--- src/two_link_arm_inverse_kinematics_defines.svh ---
// Assertion macros shared by the two-link arm inverse kinematics RTL.
`ifndef TWO_LINK_ARM_INVERSE_KINEMATICS_DEFINES_SVH
`define TWO_LINK_ARM_INVERSE_KINEMATICS_DEFINES_SVH
`ifndef NO_ASSERTIONS
// The consequent must hold in the same cycle as the antecedent.
`define TLAIK_ASSERT_HOLD(lbl, ante, cons) \
  lbl: assert property (@(posedge clk) disable iff (!rst_n) (ante) |-> (cons)) \
    else $error("tlaik assertion failed");
// The consequent must hold in the cycle after the antecedent.
`define TLAIK_ASSERT_NEXT(lbl, ante, cons) \
  lbl: assert property (@(posedge clk) disable iff (!rst_n) (ante) |=> (cons)) \
    else $error("tlaik assertion failed");
`else
`define TLAIK_ASSERT_HOLD(lbl, ante, cons)
`define TLAIK_ASSERT_NEXT(lbl, ante, cons)
`endif
`endif

--- src/tlaik_pkg.sv ---
// Types, status codes and constants of the two-link arm inverse kinematics block.
package tlaik_pkg;

  localparam logic [1:0] ST_OK    = 2'd0;
  localparam logic [1:0] ST_OUTER = 2'd1;
  localparam logic [1:0] ST_INNER = 2'd2;

  // Width of the CORDIC x/y datapath, of angles in signed Q5.30, and of the x operands.
  localparam int CW = 40;
  localparam int ZW = 35;
  localparam int XW = 36;

  localparam logic signed [ZW-1:0] HALF_PI_Q30 = 35'sd1686629713;

  typedef struct packed {
    logic [15:0]        target_depth;
    logic signed [15:0] lateral_offset;
  } in_item_t;

  typedef struct packed {
    logic [1:0]         status;
    logic signed [15:0] shoulder_angle;
    logic [14:0]        elbow_angle;
    logic [13:0]        wrist_angle;
  } out_item_t;

  typedef struct packed {
    logic [1:0]           status;
    logic                 neg;
    logic [15:0]          depth;
    logic [15:0]          abs_offset;
    logic signed [XW-1:0] x_alpha;
    logic signed [XW-1:0] x_elbow;
  } side_t;

  function automatic logic signed [ZW-1:0] atan_q30(input int unsigned i);
    case (i)
      0:  return 35'sd843314856;
      1:  return 35'sd497837829;
      2:  return 35'sd263043836;
      3:  return 35'sd133525158;
      4:  return 35'sd67021686;
      5:  return 35'sd33543515;
      6:  return 35'sd16775850;
      7:  return 35'sd8388437;
      8:  return 35'sd4194282;
      9:  return 35'sd2097149;
      10: return 35'sd1048575;
      11: return 35'sd524287;
      12: return 35'sd262143;
      13: return 35'sd131071;
      14: return 35'sd65535;
      15: return 35'sd32767;
      16: return 35'sd16383;
      17: return 35'sd8191;
      18: return 35'sd4095;
      19: return 35'sd2047;
      20: return 35'sd1023;
      21: return 35'sd511;
      22: return 35'sd255;
      23: return 35'sd127;
      24: return 35'sd63;
      25: return 35'sd31;
      26: return 35'sd15;
      27: return 35'sd8;
      28: return 35'sd4;
      29: return 35'sd2;
      30: return 35'sd1;
      default: return 35'sd0;
    endcase
  endfunction

endpackage

--- src/tlaik_isqrt.sv ---
// Pipelined integer square root of a 64-bit value, two result bits per stage.
module tlaik_isqrt (
  input  logic             clk,
  input  logic             rst_n,
  input  logic             en,
  input  logic             v_i,
  input  tlaik_pkg::side_t side_i,
  input  logic [63:0]      val_i,
  output logic             v_o,
  output tlaik_pkg::side_t side_o,
  output logic [31:0]      root_o
);

  localparam int STEPS = 32;
  localparam int PER = 2;
  localparam int STAGES = STEPS / PER;

  logic             v_r    [STAGES];
  tlaik_pkg::side_t side_r [STAGES];
  logic [63:0]      rem_r  [STAGES];
  logic [63:0]      root_r [STAGES];

  always_ff @(posedge clk) begin
    if (!rst_n) begin
      for (int s = 0; s < STAGES; s++) begin
        v_r[s] <= 1'b0;
      end
    end else if (en) begin
      v_r[0] <= v_i;
      for (int s = 1; s < STAGES; s++) begin
        v_r[s] <= v_r[s-1];
      end
    end
  end

  for (genvar s = 0; s < STAGES; s++) begin : g_st
    logic [63:0]      rem_in, root_in, rv, rr, bt, trial;
    tlaik_pkg::side_t side_in;

    if (s == 0) begin : g_first
      assign rem_in = val_i;
      assign root_in = 64'd0;
      assign side_in = side_i;
    end else begin : g_next
      assign rem_in = rem_r[s-1];
      assign root_in = root_r[s-1];
      assign side_in = side_r[s-1];
    end

    // Restoring square root: one trial subtraction per result bit.
    always_comb begin
      rv = rem_in;
      rr = root_in;
      bt = 64'd0;
      trial = 64'd0;
      for (int j = 0; j < PER; j++) begin
        bt = 64'd1 << (62 - 2 * (PER * s + j));
        trial = rr + bt;
        if (rv >= trial) begin
          rv = rv - trial;
          rr = (rr >> 1) + bt;
        end else begin
          rr = rr >> 1;
        end
      end
    end

    always_ff @(posedge clk) begin
      if (en) begin
        rem_r[s]  <= rv;
        root_r[s] <= rr;
        side_r[s] <= side_in;
      end
    end
  end

  assign v_o = v_r[STAGES-1];
  assign side_o = side_r[STAGES-1];
  assign root_o = root_r[STAGES-1][31:0];

endmodule

--- config.mk ---
export PLATFORM = sky130hd
export DESIGN_NAME = tlaik_isqrt
export DESIGN_NICKNAME = d
export VERILOG_FILES = /design/src/two_link_arm_inverse_kinematics_defines.svh /design/src/tlaik_pkg.sv /design/src/tlaik_isqrt.sv
export SDC_FILE = /design/constraint.sdc
export NUM_CORES = 2
export LEC_CHECK = 0
export BUFFER_PORTS_ARGS = -buffer_cell sky130_fd_sc_hd__buf_2
export CORE_AREA = 2 2 465 467
export DETAILED_ROUTE_END_ITERATION = 8
export DIE_AREA = 0 0 467 469
export PLACE_DENSITY = 0.78
export SYNTH_ARGS = -nofsm -noshare
export SYNTH_HDL_FRONTEND = slang
export SYNTH_SLANG_ARGS = --single-unit
--- constraint.sdc ---
create_clock -name clk -period 9.3 [get_ports clk]
set_clock_uncertainty 0.05 [all_clocks]
set_input_delay 2.325 -clock clk [delete_from_list [all_inputs] [get_ports clk]]
set_output_delay 2.325 -clock clk [all_outputs]
set_load 0.05 [all_outputs]
==> results.cfg <==
[outcome]
run_status = completed

[placed_design]
buffer_ports.inserted = 314
postPlaceCellArea_um2 = 139000
routabilityCongestion = 1.01
dp_hpwl_mm = 207
post-place-ws_ns = 1.57

[pwr]
total_power_mw = 41.5
peakVddDrop_mv = 0.188
power.combinational.fraction_pct = 28.9
power_per_cell_area_nw_per_um2 = 279
net_switching_mw = 13.3
leakage_nw = 55.3
pwr-share-clk_pct = 28.7
switching_fraction_pct = 32.1
power.internal_mw = 28.2
p_seq_share_pct = 42.5

[grt]
via_count_of_the_first_global_routing_pass = 83631
overall_track_demand_over_capacity_in_global_routing_pct = 28.0
grt_first_pass_wirelength_mm = 476
grt_start_max_net_pins = 210
global_route.overflow_total = 0
antenna_found_initial = 6

[logic_synthesis]
synth_edf_count = 2959
ys_seq_elements = 2960
syn-num-nets = 10792
ys_top_cells_by_area = sky130_fd_sc_hd__edfxtp_1 66%, sky130_fd_sc_hd__ha_1 5.3%, sky130_fd_sc_hd__xnor2_1 3.2%
syn-instance-count = 10044
yosys.area_share.xor_xnor_pct = 5.28
synthesized_area_fraction_occupied_by_adder_cells_pct = 5.34
yosys_warnings = 0
ys_types = 106
postSynthAreaPerCell_um2 = 13.4
synthesized_area_fraction_occupied_by_ao_oa_aoi_and_oai_cells_pct = 9.51
synth_sequential_area_ratio_pct = 66.2
synthMuxAreaShare_pct = 0.784
synth_top_family_by_area = simple AND/OR/NAND/NOR gates
post_synth_and_or_nand_nor_area_fraction_pct = 10.8
synthDominantCellAreaShare_pct = 66.2
synthFlopType = sky130_fd_sc_hd__edfxtp_1
netlist_area_um2 = 134000
synth.largest_area_cell = sky130_fd_sc_hd__edfxtp_1
asyncSetResetFlopFracSynth_pct = 0

[clock_network]
hold_fix_buffers_at_cts = 0
worstSkewPairLatency_ns = 0.95
numClockSinks = 2960
clock_root_buffer_master = sky130_fd_sc_hd__clkbuf_16
postCtsResizedCells = 0
clockBufferDepth = 4
number_of_setup_buffers_added_after_cts = 0
cts-htree-levels = 5
clkSlewWorstSetupHoldPaths_ns = 0.06
cts_buffers = 311
cts_tree = yes

[sta]
grt_setup_unrepaired = no
timing.slew.headroom_pct = 14.2
report.final.setup_viol = 0
final-hold-violation-count = 0
timing.final.crit_period_ns = 7.89
period_utilization_post_route_pct = 84.8
setup_ws_ns = 1.41
worst_pin_slew_ns = 1.28
totalNegativeSetupSlack_ns = 0
fmaxAchievable_mhz = 127
timing.final.max_slew_violations = 0

[floorplan]
io-pin-count = 315
die_height_um = 469
die_area_um2 = 219000
floorplan.initialDensity_pct = 62.8
placeableCoreArea_um2 = 214000
std_cell_rows = 170
die_width_um = 467

[worst_setup_path]
cp_slowest_stage_delay_ns = 0.67
worst_setup_path_start_kind = flop
criticalPathCategory = flop to flop
arrival_ns = 8.49
r2r_slack_ns = 1.41
reg2reg_depth = 19
timing.critical_path.slowest_stage_cell = sky130_fd_sc_hd__or4_1
critPathMaxFanout = 31
rr_startpoint = rem_r[1][114]$_DFFE_PP_
r2r-end = rem_r[1][178]$_DFFE_PP_
crit_chain = or4_1, or3_1, or3_1, nor4b_2, and3_1, nand3_1, inv_1, buf_4, ha_1, o31a_1, o41ai_1, o21ai_0, o21ai_0, a311oi_1, and3_1, inv_2, and2_1, nor3_1, a2111oi_0
crit_required_ns = 9.90
critical_path.endpoint_type = flop

[worst_hold_path]
timing.hold.worst_endpoint = side_r[1][125]$_DFFE_PP_
hp-class = flop to flop
startpoint_of_the_worst_hold_path = side_r[1][18]$_DFFE_PP_
worstHoldPathCells = 0

[drt]
avgViaCountPerCell = 6.12
wl_per_cell_um = 22.8
final_antenna_net_count = 0
drt_iter0_drc = 8053
drt_wl_total_mm = 310
remaining_drc_errors = 0
routed-via-count = 83267
drt_pass1_iterations = 7

[cells_and_area]
drive_above_1_share_pct = 9.44
areaGrowthSynthToFinish_pct = 11.0
layout.nets = 11294
layout.cell_area.non_filler_um2 = 149000
filler_cell_count = 14066

[flow_run]
cap_viol_max_count = 0
[cell usage after synthesis (63+ instances only)]
master,instances
sky130_fd_sc_hd__mux2_2,63
sky130_fd_sc_hd__o21bai_1,73
sky130_fd_sc_hd__nand4_1,159
sky130_fd_sc_hd__a21oi_1,661
sky130_fd_sc_hd__nand3_1,205
sky130_fd_sc_hd__nor2_1,704
sky130_fd_sc_hd__nor3_1,204
sky130_fd_sc_hd__nand2_1,671
sky130_fd_sc_hd__nand2b_1,95
sky130_fd_sc_hd__o21a_1,93
sky130_fd_sc_hd__o21ai_0,408
sky130_fd_sc_hd__nor4_1,235
sky130_fd_sc_hd__xor2_1,326
sky130_fd_sc_hd__ha_1,573
sky130_fd_sc_hd__and3_1,92
sky130_fd_sc_hd__nor2b_1,83
sky130_fd_sc_hd__xnor2_1,483
sky130_fd_sc_hd__o31ai_1,79
sky130_fd_sc_hd__a21o_1,241
sky130_fd_sc_hd__clkbuf_1,181
sky130_fd_sc_hd__edfxtp_1,2959
sky130_fd_sc_hd__inv_1,498
sky130_fd_sc_hd__or3_1,85
[kinds of logic (layout without fill, tap and decap cells)]
group                    count (synthesis)  in the layout
multiplexers                            96             96
adder cells (fa/ha/maj)                573            573
AO/OA/AOI/OAI                         2007           2007
other                                    0              2
buffers and inverters                  725           1444
XOR/XNOR                               809            809
AND/OR/NAND/NOR                       2874           2874
flip-flops                            2960           2960
[worst max-delay path by stage]
stage | from | end | slack [ns] | cells past startpoint
after global routing | rem_r[1][114]$_DFFE_PP_ | rem_r[1][178]$_DFFE_PP_ | 0.95 | 19
final | rem_r[1][114]$_DFFE_PP_ | rem_r[1][178]$_DFFE_PP_ | 1.41 | 19
after global placement | rem_r[1][114]$_DFFE_PP_ | rem_r[1][178]$_DFFE_PP_ | 1.55 | 19
after detailed placement | rem_r[1][114]$_DFFE_PP_ | rem_r[1][178]$_DFFE_PP_ | 1.57 | 19
after CTS | rem_r[1][114]$_DFFE_PP_ | rem_r[1][178]$_DFFE_PP_ | 1.50 | 19
after floorplan | rem_r[1][236]$_DFFE_PP_ | rem_r[1][316]$_DFFE_PP_ | 2.38 | 29
[area by class of cell]
cell class	count	area, um2	area share, %
sequential	2960	88900	59.6
multi-input combinational	6359	42700	28.6
clock buffer	369	8110	5.44
tap	2838	3550	2.38
timing repair buffer	407	2480	1.67
inverter	507	1900	1.28
clock inverter	161	1460	0.976
antenna	2	5.00	0.00336
[power groups by stage]
stage | logic, mW | clock network [mW] | registers (mW)
CTS | 11.8 | 12.2 | 17.6
detailed placement | 11.7 | 0 | 17.8
global placement | 11.4 | 0 | 17.8
floorplan | 8.83 | 0 | 17.5
finish | 12.0 | 11.9 | 17.6
global route | 13.2 | 12.6 | 17.8
[worst max-delay path: cells and delay by family, from the launching register on]
kind / cells / cell delay (ns)
and+or+nand+nor: 9 / 3.44
AOI/OAI and AO/OA: 6 / 2.12
buffers and inverters: 3 / 1.17
DFF: 1 / 0.51
adders and majority gates: 1 / 0.32
[layout by cell type (no fill, tap or decap), drive strengths merged, types with 239 or more instances in the layout]
cell type	instances
a21o	241
nand2	672
inv	514
o21ai	417
a21oi	662
ha	573
buf	407
edfxtp	2959
nor4	239
clkbuf	369
nor2	704
xor2	326
xnor2	483
[per-stage QoR]
step                hold WS, ns  utilization, %  cells
global placement          0.350            65.3  13071
floorplan                 0.350               -  10044
detailed placement        0.355            65.3  13071
CTS                       0.308            69.7  13601
global route              0.310            69.7  13603
finish                    0.314            69.7  13603
[flip-flops by register name (all words and copies together), names as in the netlist]
| register | flops |
|---|---|
| side_r | 1712 |
| root_r | 272 |
| v_r | 16 |
| rem_r | 960 |
[routing by layer]
metal  track usage [%]  wire, um  vias up
met5                 0        18        -
met4              11.2     13000        2
met3              3.99     17400      774
met2              50.5    161000     3240
met1              34.0    119000    40249
li1                  -         -    39002
Note: power is estimated with default switching activity, not from simulation.
