## src/two_link_arm_inverse_kinematics_defines.svh

```systemverilog
// Assertion macros shared by the two-link arm inverse kinematics RTL.
`ifndef TWO_LINK_ARM_INVERSE_KINEMATICS_DEFINES_SVH
`define TWO_LINK_ARM_INVERSE_KINEMATICS_DEFINES_SVH
`ifndef NO_ASSERTIONS
// The consequent must hold in the same cycle as the antecedent.
`define TLAIK_ASSERT_HOLD(lbl, ante, cons) \
  lbl: assert property (@(posedge clk) disable iff (!rst_n) (ante) |-> (cons)) \
    else $error("tlaik assertion failed");
// The consequent must hold in the cycle after the antecedent.
`define TLAIK_ASSERT_NEXT(lbl, ante, cons) \
  lbl: assert property (@(posedge clk) disable iff (!rst_n) (ante) |=> (cons)) \
    else $error("tlaik assertion failed");
`else
`define TLAIK_ASSERT_HOLD(lbl, ante, cons)
`define TLAIK_ASSERT_NEXT(lbl, ante, cons)
`endif
`endif

```

## src/tlaik_pkg.sv

```systemverilog
// Types, status codes and constants of the two-link arm inverse kinematics block.
package tlaik_pkg;

  localparam logic [1:0] ST_OK    = 2'd0;
  localparam logic [1:0] ST_OUTER = 2'd1;
  localparam logic [1:0] ST_INNER = 2'd2;

  // Width of the CORDIC x/y datapath, of angles in signed Q5.30, and of the x operands.
  localparam int CW = 40;
  localparam int ZW = 35;
  localparam int XW = 36;

  localparam logic signed [ZW-1:0] HALF_PI_Q30 = 35'sd1686629713;

  typedef struct packed {
    logic [15:0]        target_depth;
    logic signed [15:0] lateral_offset;
  } in_item_t;

  typedef struct packed {
    logic [1:0]         status;
    logic signed [15:0] shoulder_angle;
    logic [14:0]        elbow_angle;
    logic [13:0]        wrist_angle;
  } out_item_t;

  typedef struct packed {
    logic [1:0]           status;
    logic                 neg;
    logic [15:0]          depth;
    logic [15:0]          abs_offset;
    logic signed [XW-1:0] x_alpha;
    logic signed [XW-1:0] x_elbow;
  } side_t;

  function automatic logic signed [ZW-1:0] atan_q30(input int unsigned i);
    case (i)
      0:  return 35'sd843314856;
      1:  return 35'sd497837829;
      2:  return 35'sd263043836;
      3:  return 35'sd133525158;
      4:  return 35'sd67021686;
      5:  return 35'sd33543515;
      6:  return 35'sd16775850;
      7:  return 35'sd8388437;
      8:  return 35'sd4194282;
      9:  return 35'sd2097149;
      10: return 35'sd1048575;
      11: return 35'sd524287;
      12: return 35'sd262143;
      13: return 35'sd131071;
      14: return 35'sd65535;
      15: return 35'sd32767;
      16: return 35'sd16383;
      17: return 35'sd8191;
      18: return 35'sd4095;
      19: return 35'sd2047;
      20: return 35'sd1023;
      21: return 35'sd511;
      22: return 35'sd255;
      23: return 35'sd127;
      24: return 35'sd63;
      25: return 35'sd31;
      26: return 35'sd15;
      27: return 35'sd8;
      28: return 35'sd4;
      29: return 35'sd2;
      30: return 35'sd1;
      default: return 35'sd0;
    endcase
  endfunction

endpackage

```

## src/tlaik_front.sv

```systemverilog
// Front end: reachability screen, squares and the product under the square root.
module tlaik_front (
  input  logic                  clk,
  input  logic                  rst_n,
  input  logic                  en,
  input  logic                  v_i,
  input  tlaik_pkg::in_item_t   data_i,
  input  logic [6:0]            upper_len,
  input  logic [6:0]            lower_len,
  output logic                  v_o,
  output tlaik_pkg::side_t      side_o,
  output logic [63:0]           prod_o
);

  // Stage 1
  logic        v1_r;
  logic [15:0] d1_r, ax1_r, sum1_r, diff1_r;
  logic        neg1_r, outer1_r;
  logic [15:0] ax1_nxt, sum1_nxt, diff1_nxt;
  logic [7:0]  lsum;
  logic [6:0]  ldiff;
  logic        outer1_nxt;

  always_comb begin
    ax1_nxt = data_i.lateral_offset[15] ? (~data_i.lateral_offset + 16'd1)
                                        : data_i.lateral_offset;
    lsum = {1'b0, upper_len} + {1'b0, lower_len};
    ldiff = (upper_len > lower_len) ? (upper_len - lower_len) : (lower_len - upper_len);
    sum1_nxt = {lsum, 8'b0};
    diff1_nxt = {1'b0, ldiff, 8'b0};
    outer1_nxt = ({1'b0, data_i.target_depth} + {1'b0, ax1_nxt}) > {1'b0, sum1_nxt};
  end

  // Stage 2
  logic        v2_r;
  logic [15:0] d2_r, ax2_r;
  logic        neg2_r, outer2_r;
  logic [31:0] dd2_r, xx2_r, sum2_r, diff2_r;
  logic [13:0] aa2_r, bb2_r;

  // Stage 3
  logic                 v3_r;
  tlaik_pkg::side_t     side3_r, side3_nxt;
  logic [31:0]          f1_r, f2_r, f1_nxt, f2_nxt;
  logic [32:0]          c2;

  always_comb begin
    c2 = {1'b0, dd2_r} + {1'b0, xx2_r};
    side3_nxt.neg = neg2_r;
    side3_nxt.depth = d2_r;
    side3_nxt.abs_offset = ax2_r;
    if (outer2_r) begin
      side3_nxt.status = tlaik_pkg::ST_OUTER;
    end else if (c2 < {1'b0, diff2_r} || c2 == 33'd0 || upper_len == 7'd0 ||
                 lower_len == 7'd0) begin
      side3_nxt.status = tlaik_pkg::ST_INNER;
    end else begin
      side3_nxt.status = tlaik_pkg::ST_OK;
    end
    side3_nxt.x_alpha = $signed({3'b0, c2}) + $signed({6'b0, aa2_r, 16'b0})
                        - $signed({6'b0, bb2_r, 16'b0});
    side3_nxt.x_elbow = $signed({3'b0, c2}) - $signed({6'b0, aa2_r, 16'b0})
                        - $signed({6'b0, bb2_r, 16'b0});
    // Both factors are nonnegative and below 2^32 whenever the target is reachable.
    f1_nxt = sum2_r - c2[31:0];
    f2_nxt = c2[31:0] - diff2_r;
  end

  // Stage 4
  logic             v4_r;
  tlaik_pkg::side_t side4_r;
  logic [63:0]      prod4_r;

  always_ff @(posedge clk) begin
    if (!rst_n) begin
      v1_r <= 1'b0;
      v2_r <= 1'b0;
      v3_r <= 1'b0;
      v4_r <= 1'b0;
    end else if (en) begin
      v1_r <= v_i;
      v2_r <= v1_r;
      v3_r <= v2_r;
      v4_r <= v3_r;
    end
  end

  always_ff @(posedge clk) begin
    if (en) begin
      d1_r     <= data_i.target_depth;
      ax1_r    <= ax1_nxt;
      neg1_r   <= data_i.lateral_offset[15];
      outer1_r <= outer1_nxt;
      sum1_r   <= sum1_nxt;
      diff1_r  <= diff1_nxt;

      d2_r     <= d1_r;
      ax2_r    <= ax1_r;
      neg2_r   <= neg1_r;
      outer2_r <= outer1_r;
      dd2_r    <= d1_r * d1_r;
      xx2_r    <= ax1_r * ax1_r;
      sum2_r   <= sum1_r * sum1_r;
      diff2_r  <= diff1_r * diff1_r;
      aa2_r    <= upper_len * upper_len;
      bb2_r    <= lower_len * lower_len;

      side3_r  <= side3_nxt;
      f1_r     <= f1_nxt;
      f2_r     <= f2_nxt;

      side4_r  <= side3_r;
      prod4_r  <= f1_r * f2_r;
    end
  end

  assign v_o = v4_r;
  assign side_o = side4_r;
  assign prod_o = prod4_r;

endmodule

```

## config.mk

```make
export PLATFORM = sky130hd
export DESIGN_NAME = tlaik_front
export DESIGN_NICKNAME = d
export VERILOG_FILES = /design/src/two_link_arm_inverse_kinematics_defines.svh /design/src/tlaik_pkg.sv /design/src/tlaik_front.sv
export SDC_FILE = /design/constraint.sdc
export NUM_CORES = 2
export LEC_CHECK = 0
export ABC_AREA = 1
export BUFFER_PORTS_ARGS = -buffer_cell sky130_fd_sc_hd__buf_2
export CAP_MARGIN = 40
export CORE_MARGIN = 4
export CORE_UTILIZATION = 45
export DETAILED_ROUTE_END_ITERATION = 10
export PLACE_DENSITY = 0.68
export SLEW_MARGIN = 0
export SYNTH_ARGS = -nofsm -noshare
export SYNTH_HDL_FRONTEND = slang
export SYNTH_SLANG_ARGS = --single-unit
```

## constraint.sdc

```tcl
create_clock -name clk -period 7.02 [get_ports clk]
set_input_delay 1.053 -clock clk [delete_from_list [all_inputs] [get_ports clk]]
set_output_delay 1.053 -clock clk [all_outputs]
set_load 0.1 [all_outputs]
```

==> impl_summary.log <==
INFO  metric status = complete, but fails checks
INFO  metric violations = setup timing
INFO  metric core.rowCount = 153
INFO  metric dp.cells = 11.67k
INFO  metric n_fill_cell = 15.76k
INFO  metric drt_wl_total = 206800 um
INFO  metric timing.clock.skew = 27.55 ps
INFO  metric finalSetupViolations = 1
INFO  metric tightest_slew = 1003 ps
INFO  metric postLayoutCellArea = 89730 um2
INFO  metric ys.flop_type = edfxtp_1
INFO  metric crit_slowest_cell = fa_1
INFO  metric synth-edff-count = 511
INFO  metric yosysUniqueCellTypes = 59
INFO  metric die_x = 426.6 um
INFO  metric multi_input_comb_area = 53580 um2
INFO  metric ys_async_sr_fraction = 0%
INFO  metric finalWeightedCongestion = 0.9554
INFO  metric place.port_buffers = 221
INFO  metric critPathMaxFanout = 4
INFO  metric number_of_antenna_violations_at_the_first_check_in_global_routing = 5
INFO  metric vias = 58.45k
INFO  metric synth_top_area_share = 33.28%
INFO  metric grt_setup_unrepaired = yes
INFO  metric worstSetupStartpointType = flip-flop
INFO  metric layout.nets = 11.59k
INFO  metric via_per_inst = 4.926
INFO  metric initial_core_util = 45.32%
INFO  metric r2r_path_end = prod_o[62]
INFO  metric crit_required = 7450 ps
INFO  metric synth-warning-count = 0
INFO  metric critPathCapture = prod_o[62]
INFO  metric timing.setup.critical_path_class = reg2reg
INFO  metric residual_drc_count = 0
INFO  metric period_needed = 7054 ps
INFO  metric overall_global_routing_usage = 23.06%
INFO  metric launching_point_of_the_worst_reg2reg_path = side3_r[11]
INFO  metric holdCritPathClass = reg2reg
INFO  metric yosysMostFrequentCell = inv_1
INFO  metric clk-insertion-delay-late = 700 ps
INFO  metric drt-initial-drc-count = 3477
INFO  metric boundaryPins = 222
INFO  metric timing.max_slew.rel_slack = 33.12%
INFO  metric syn_nets = 11.12k
INFO  metric fin_crit_sh = 100.5%
INFO  metric postSynthCellCount = 9017
INFO  metric synth_seq_area_share = 19.56%
INFO  metric yosys_register_bits = 515
INFO  metric clock_tree.htree_level_count = 3
INFO  metric areaGrowthSynthToFinish = 13.79%
INFO  metric final-max-slew-violation-count = 0
INFO  metric avgSynthCellArea = 8.745 um2
INFO  metric worstRegToRegCells = 28
INFO  metric cts-buffers-inserted = 67
INFO  metric wl_per_cell = 17.43 um
INFO  metric die_height = 426.6 um
INFO  metric detail_route.first_pass.iterations = 8
INFO  metric critical-path-max-stage-delay = 590 ps
INFO  metric critical_path.startpoint = side3_r[11]
INFO  metric mappedNetlistArea = 78850 um2
INFO  metric yosys-top-cells-area = fa_1, edfxtp_1, inv_1
INFO  metric postRouteAntennaNets = 0
INFO  metric grt_pass1_vias = 62.99k
INFO  metric clkTransAtPathRegs = 60 ps
INFO  metric timing.final.ws_setup = -34.07 ps
INFO  metric area_of_the_placeable_core = 174000 um2
INFO  metric finish.cell_count_without_fillers = 11.86k
INFO  metric fmax = 0.1418 GHz
INFO  metric post-dp-hpwl = 174400 um
INFO  metric critPathArrivalTime = 7480 ps
INFO  metric reg2reg_slack = -30 ps
INFO  metric cts_tree = built
INFO  metric number_of_maximum_capacitance_constraint_violations = 0
INFO  metric postPlaceCellArea = 85370 um2
INFO  metric pre_cts_slack = -280.7 ps
INFO  metric cts_root_buffer = clkbuf_16
INFO  metric cts_buffer_depth = 3
INFO  metric final_hold_viol_count = 0
INFO  metric grt_overflow = 0
INFO  metric cts.hold.buffers_added = 0
INFO  metric setup.worst_path.end_class = flip-flop
INFO  metric drive_above_1_share = 11.77%
INFO  metric grt_first_pass_wirelength = 331800 um
INFO  metric post_synth_top_area_cell = fa_1
INFO  metric netlist_top_cells_count = inv_1, nand2_1, fa_1
INFO  metric final-seq-area = 15420 um2
INFO  metric grt_start_max_net_pins = 135
INFO  metric hold_ws = 412.4 ps
INFO  metric die_area = 182000 um2
INFO  metric clock-sinks = 515
[state kept, by name, indices dropped and copies added (netlist names), 7 cells and up]
register,flops
prod_o,63
aa2_r,13
d1_r,16
diff1_r,7
sum1_r,7
f2_r,16
f1_r,31
bb2_r,13
side_o,103
ax2_r,16
sum2_r,14
dd2_r,30
side3_r,103
ax1_r,16
d2_r,16
xx2_r,30
diff2_r,13
[layer usage]
layer,global-route usage (%),vias up,part of all wire (%)
met5,0,-,0.0058
met4,10.74,2,5.4
met3,2.823,465,4.7
met2,41.16,1558,51
met1,27.70,28885,39
li1,-,27537,-
[cells in the final DEF (no fill, tap or decap), types with 36 or more instances in the layout]
master | synthesis | layout
buf_12 | 0 | 54
inv_2 | 10 | 41
clkbuf_16 | 0 | 75
a21oi_2 | 2 | 36
nand3_1 | 117 | 110
o21ai_1 | 26 | 36
nor2_1 | 303 | 271
buf_2 | 3 | 221
xor2_1 | 226 | 221
nand2_1 | 1945 | 1909
edfxtp_1 | 511 | 511
ha_1 | 745 | 718
a21oi_1 | 339 | 300
inv_1 | 2619 | 2588
fa_2 | 0 | 39
xnor2_1 | 116 | 116
fa_1 | 1311 | 1272
o21ai_0 | 128 | 107
nand2_2 | 18 | 49
buf_4 | 6 | 363
nand4_1 | 37 | 37
[area by class of cell]
| type | instances | area share, % |
|---|---|---|
| flip-flops and latches | 515 | 17.19 |
| clock buffers | 73 | 1.894 |
| repair buffers | 686 | 6.234 |
| inverters | 2631 | 11.01 |
| clock inverters | 51 | 0.7139 |
| well taps | 2325 | 3.242 |
| diodes | 1 | 0.002789 |
| multi-input cells | 5582 | 59.71 |
[logic make-up after synthesis]
group	count (synthesis)	synth area share [%]
buffers and inverters	2920	13.94
and+or+nand+nor	2500	12.58
adders and majority gates	2056	45.10
AOI/OAI and AO/OA	676	4.890
DFF	515	19.56
xor gates and xnor gates	345	3.860
muxes	5	0.06981
[worst min-delay path by stage]
stage	from	end	slack, ps	cells past startpoint
4_1_cts	ax2_r[14]	side3_r[86]	410	0
6_report	outer1_r	outer2_r	410	0
2_1_floorplan	neg1_r	neg2_r	400	0
3_5_place_dp	ax2_r[15]	side3_r[87]	400	0
5_1_grt	ax2_r[14]	side3_r[86]	410	0
3_3_place_gp	side3_r[72]	side_o[72]	400	0
[critical path: cells and delay by family (launching register included)]
kind / cells / cell delay (ps)
XOR/XNOR: 1 / 130
AND/OR/NAND/NOR: 6 / 650
flip-flops: 1 / 500
AO/OA/AOI/OAI: 2 / 280
adder cells (fa/ha/maj): 9 / 4350
buffers and inverters: 10 / 870
[timing repair]
| action | in CTS | in global routing |
|---|---|---|
| cloned | 1 | 8 |
| pin swaps | 53 | 67 |
| resized for setup | 99 | 249 |
| buffers inserted | 22 | 41 |
| setup endpoints to repair | 32 | 40 |
[stage by stage]
| stage | util [%] | setup TNS [ps] |
|---|---|---|
| after detailed placement | 49.06 | -4429 |
| after CTS | 50.76 | -17.24 |
| after global placement | 49.04 | -2676 |
| after global routing | 51.57 | -2681 |
| after floorplan | - | 0 |
| final | 51.57 | -34.07 |
Power is left out: the tool's default activity adds up to more than one toggle a clock period on the data nets, which glitch-free logic cannot reach.
